## src/design/dmwct_pkg.sv

```systemverilog
`default_nettype none

package dmwct_pkg;

   // Field widths of the request and response items.
   localparam int unsigned MODE_W  = 2;
   localparam int unsigned BLOCK_W = 23;

   // Cache geometry: the line is the low part of the block number, the tag the rest.
   localparam int unsigned LINES   = 32768;
   localparam int unsigned IDX_W   = $clog2(LINES);
   localparam int unsigned TAG_W   = BLOCK_W - IDX_W;

   // Tag RAM word: valid, dirty, tag from the top bit down.
   localparam int unsigned ENTRY_W = TAG_W + 2;

   // Packed stream widths, rounded up to whole bytes.
   localparam int unsigned REQ_BITS = MODE_W + BLOCK_W;
   localparam int unsigned REQ_W    = ((REQ_BITS + 7) / 8) * 8;
   localparam int unsigned RSP_BITS = 1 + 1 + BLOCK_W + 1 + IDX_W;
   localparam int unsigned RSP_W    = ((RSP_BITS + 7) / 8) * 8;

   typedef enum logic [MODE_W-1:0] {
      MODE_READ   = 2'd0,
      MODE_WRITE  = 2'd1,
      MODE_SYNC   = 2'd2,
      MODE_REMOVE = 2'd3
   } mode_type;

   typedef enum logic [1:0] {
      ST_CLEAR,
      ST_IDLE,
      ST_LOOKUP
   } state_type;

   // Commands from the controller to the datapath.
   typedef struct packed {
      logic clear_en;   // write one zero entry at the clear pointer
      logic load;       // capture the request and read its line
      logic commit;     // update the line and load the response register
   } cmd_type;

   // Status from the datapath to the controller.
   typedef struct packed {
      logic clear_last; // clear pointer is at the final line
      logic out_free;   // response register can take a new item this cycle
   } status_type;

endpackage

`default_nettype wire

```

## src/design/dmwct_ctrl.sv

```systemverilog
`default_nettype none

module dmwct_ctrl
   import dmwct_pkg::*;
(
   input  wire         clock,
   input  wire         reset,
   input  wire         req_tvalid,
   output logic        req_tready,
   input  status_type  status,
   output cmd_type     cmd
);

   state_type state_ff;
   state_type state_in;

   always_ff @(posedge clock) begin
      if (reset) begin
         state_ff <= ST_CLEAR;
      end else begin
         state_ff <= state_in;
      end
   end

   always_comb begin
      state_in     = state_ff;
      req_tready   = 1'b0;
      cmd.clear_en = 1'b0;
      cmd.load     = 1'b0;
      cmd.commit   = 1'b0;
      unique case (state_ff)
         ST_CLEAR: begin
            cmd.clear_en = 1'b1;
            if (status.clear_last) begin
               state_in = ST_IDLE;
            end
         end
         ST_IDLE: begin
            req_tready = 1'b1;
            if (req_tvalid) begin
               cmd.load = 1'b1;
               state_in = ST_LOOKUP;
            end
         end
         ST_LOOKUP: begin
            // Hold the looked-up entry until the response register has room.
            if (status.out_free) begin
               cmd.commit = 1'b1;
               state_in   = ST_IDLE;
            end
         end
         default: begin
            state_in = ST_CLEAR;
         end
      endcase
   end

endmodule

`default_nettype wire

```

## config.mk

```make
export PLATFORM = sky130hd
export DESIGN_NAME = dmwct_ctrl
export DESIGN_NICKNAME = d
export VERILOG_FILES = /design/src/design/dmwct_pkg.sv /design/src/design/dmwct_ctrl.sv
export SDC_FILE = /design/constraint.sdc
export NUM_CORES = 1
export LEC_CHECK = 0
export BUFFER_PORTS_ARGS = -buffer_cell sky130_fd_sc_hd__buf_2
export CORE_AREA = 2 2 39 41
export CTS_BUF_LIST = sky130_fd_sc_hd__clkbuf_2 sky130_fd_sc_hd__clkbuf_4 sky130_fd_sc_hd__clkbuf_8
export CTS_CLUSTER_SIZE = 20
export DETAILED_ROUTE_END_ITERATION = 6
export DIE_AREA = 0 0 41 43
export PLACE_DENSITY = 0.35
export SYNTH_ARGS = -nofsm -noshare
export SYNTH_HDL_FRONTEND = slang
export SYNTH_SLANG_ARGS = --single-unit
```

## constraint.sdc

```tcl
create_clock -name clock -period 1.3 [get_ports clock]
set_input_delay 0.065 -clock clock [delete_from_list [all_inputs] [get_ports clock]]
set_output_delay 0.065 -clock clock [all_outputs]
set_load 0.02 [all_outputs]
```

# Yosys cells after proc, flatten, opt, wreduce, memory -nomap -nowiden
# Cells that the tools add are included.
# word_totals
regBits	2
input_bits	5
out_inout_bits	4
wordCells	18
# classes
eq_ne	5
mux	10
n_reduce_logical	2
# op_table
op	n
two-way mux 1 bit	6
two-way mux 2 bit	3
!= test 2 bit (second input constant)	3
one-hot mux 2 bit (3 select lines)	1
AND reduction 3 bit	1
== test 2 x 1 -> 1 bit (second input constant)	1
== test 2 bit (second input constant)	1
logical NOT 2 bit	1

# Longest topological paths before layout
# depth
word_depth	3
mapped_depth	2
mapped_depth_nobuf	2

# Least setup slack after synthesis
# OpenSTA, ideal clock, no wires.
# synth_timing
path_kind	reg-to-reg
start	reg state_ff[1]
end	reg state_ff[1]
setup_time_ns	0.115
arrival_ns	0.828
required_time_ns	1.185
setup_slack_ns	0.357
path_stages_with_launch	3
n_path_buf	0
synth_period_minus_slack_ns	0.943
cell_sequence	dfxtp_1 -> and3b_1 -> o21ba_1
# synth_via
elab_chain_cells	3
elab_cells_between_ends	8
cone_classes	5 x eq/ne; 1 x mux; 2 x reduce/logical
# synth_rtl
element	line_no	rtl
from (decl)	dmwct_ctrl.sv:14	state_type state_ff;
from (signal assigned)	dmwct_ctrl.sv:21	state_ff <= state_in;
== test 2 bit (tied with other cells)	dmwct_ctrl.sv:31	unique case (state_ff)
!= test 2 bit (no line)	-	
AND reduction 3 bit (no line)	-	
# Parallel ways exist; a longest one is shown, timed or not.
# A chain may end at the register's enable or synchronous reset.

==> impl_metrics.env <==
export IMPL_status="completed"
export IMPL_synth_xor_area_share_pct=0
export IMPL_cp_start_kind="flop"
export IMPL_endpoint_kind="primary output"
export IMPL_core_area_um2=1380
export IMPL_fp_dieH_um=43
export IMPL_fin_area_um2=190
export IMPL_grt_ovfl_total=0
export IMPL_synth_top_family_by_area="simple AND/OR/NAND/NOR gates"
export IMPL_clk_path_buf_depth=2
export IMPL_clk_latency_ns=0.22
export IMPL_vias_per_cell=3.25
export IMPL_regMostFlops="state_ff"
export IMPL_synth_compound_area_share_pct=24.4
export IMPL_numCtsBuffers=3
export IMPL_synthAdderAreaFrac_pct=0
export IMPL_critical_path_max_stage_delay_ns=0.40
export IMPL_cp_arrival_ns=0.98
export IMPL_path_class="reg -> out"
export IMPL_ctsHoldBuffers=0
export IMPL_final_common_cell="buf_2"
export IMPL_cts_sinks=2
export IMPL_ys_types=10
export IMPL_worst_pin_slew_ns=0.239
export IMPL_area_growth_pct=76.7
export IMPL_fin_setup_tns_ns=0
export IMPL_critPathMaxFanout=7
export IMPL_ant_nets=0
export IMPL_fmax_ghz=0.955
export IMPL_grt_pass1_wl_um=565
export IMPL_final_hold_violation_count=0
export IMPL_cts_root_buffer="clkbuf_4"
export IMPL_synth_area_um2=108
export IMPL_path_clk_slew_ns=0.03
export IMPL_die_width_um=41
export IMPL_initial_utilization_pct=7.78
export IMPL_grt_pass1_vias=151
export IMPL_grt_total_usage_pct=5.01
export IMPL_top_regs="state_ff x2"
export IMPL_fin_skew_ns=0.00372
export IMPL_dr_pass1_iters=2
export IMPL_yosysSeqAreaShare_pct=37.2
export IMPL_layout_cells_most_common_list="buf_2, nor2_1, clkbuf_4"
export IMPL_row_count=14
export IMPL_largest_reg_flops=2
export IMPL_maxCapViolations=0
export IMPL_routedWlPerCell_um=7.50
export IMPL_io_buffers=8
export IMPL_drt_wl_total_um=300
export IMPL_num_vias=130
export IMPL_synth_net_count=18
export IMPL_fin_crit_ns=1.05
export IMPL_avgSynthCellArea_um2=8.28
export IMPL_crit_chain="and3b_1 -> buf_2"
export IMPL_postSynthCellCount=13
export IMPL_rsz0062_at_grt="false"
export IMPL_synthMuxAreaShare_pct=0
export IMPL_ys_seq_elements=2
export IMPL_slew_violations=0
export IMPL_grt_antenna_before_repair=0
export IMPL_n_antenna_cell=0
export IMPL_gp_congestion=0.635
export IMPL_min_path_type="in -> reg"
export IMPL_fin_crit_sh_pct=80.6
export IMPL_dpl_cell_area_um2=168
export IMPL_htree_levels=1
export IMPL_first_iter_violations=1
export IMPL_p_per_area_nw_per_um2=1320
export IMPL_setup_viol=0
export IMPL_post_route_drc_count=0
export IMPL_cts_setup_buffers=0
export IMPL_max_slew_margin_pct=84.0
export IMPL_ys_warn_count=0
export IMPL_final_net_count=31
export IMPL_ir_drop_v=0.000517
export IMPL_cp_slowest_cell="dfxtp_1"
export IMPL_dieArea_um2=1760
export IMPL_fill_cells=160
export IMPL_cts_resized=0
export IMPL_cts_tree="done"
export IMPL_ff2ff_path_depth=2
export IMPL_ios=9
export IMPL_holdPathStages=2
export IMPL_p_leak_nw=0.101
export IMPL_grt_max_degree=8
export IMPL_yosys_area_share_simple_pct=34.9
export IMPL_drive_gt1_share_pct=45.8
export IMPL_cp_required_ns=1.24
## routing by layer
| metal | track usage, % | share of wire, % | wire (um) | vias up |
|---|---|---|---|---|
| met5 | 0 | 0 | 0 | - |
| met4 | 4.00 | 0 | 0 | 0 |
| met3 | 4.19 | 22 | 66 | 0 |
| met2 | 5.31 | 35 | 105 | 9 |
| met1 | 6.05 | 43 | 128 | 52 |
| li1 | - | - | - | 69 |
## final timing paths
| path | startpoint | endpoint | slack (ns) |
|---|---|---|---|
| max | state_ff[1] | cmd[1] | 0.25 |
| min | reset | state_ff[0] | 0.04 |
| max reg2reg | state_ff[1] | state_ff[0] | 0.40 |
| min reg2reg | state_ff[0] | state_ff[0] | 0.56 |
## synth_stat cells
library cell | count | share of area, %
o21a_1 | 1 | 7.0
nor2_1 | 3 | 10
dfxtp_1 | 2 | 37
and3b_1 | 1 | 8.1
nand2b_1 | 1 | 5.8
nand2_1 | 1 | 3.5
o21ba_1 | 1 | 9.3
a311oi_1 | 1 | 8.1
nor3b_1 | 1 | 7.0
inv_1 | 1 | 3.5
## kinds of logic after synthesis
logic type             Yosys count
AOI/OAI and AO/OA                3
and+or+nand+nor                  7
DFF                              2
buffers and inverters            1
## where the power goes
group          total (mW)  switching, mW  internal, mW  leakage [nW]
Clock               0.133         0.0310         0.102        0.0138
Sequential         0.0732        0.00650        0.0667        0.0165
Combinational      0.0457         0.0255        0.0203        0.0707
## stage by stage
step	power (mW)	setup slack [ns]	hold WS, ns	instances	util [%]
after CTS	0.259	0.231	0.0314	40	13.7
after detailed placement	0.121	0.392	0.260	37	12.1
after global routing	0.276	0.138	0.0395	40	13.7
final	0.251	0.253	0.0356	40	13.7
after global placement	0.121	0.413	0.252	37	12.1
after floorplan	0.101	0.357	0.137	13	-
## layout make-up
class	instances	area (um2)	area share (%)
Clock buffer	3	22.5	11.8
Inverter	1	3.75	1.97
Multi-Input combinational cell	10	63.8	33.6
Sequential cell	2	40.0	21.1
Tap cell	16	20.0	10.5
Timing Repair Buffer	8	40.0	21.1
## critical path, delay by kind of cell (launching register included)
kind	cells	cell delay (ns)
AND/OR/NAND/NOR	1	0.21
flip-flops	1	0.40
buffers and inverters	1	0.16
(Power assumes the default switching activity.)
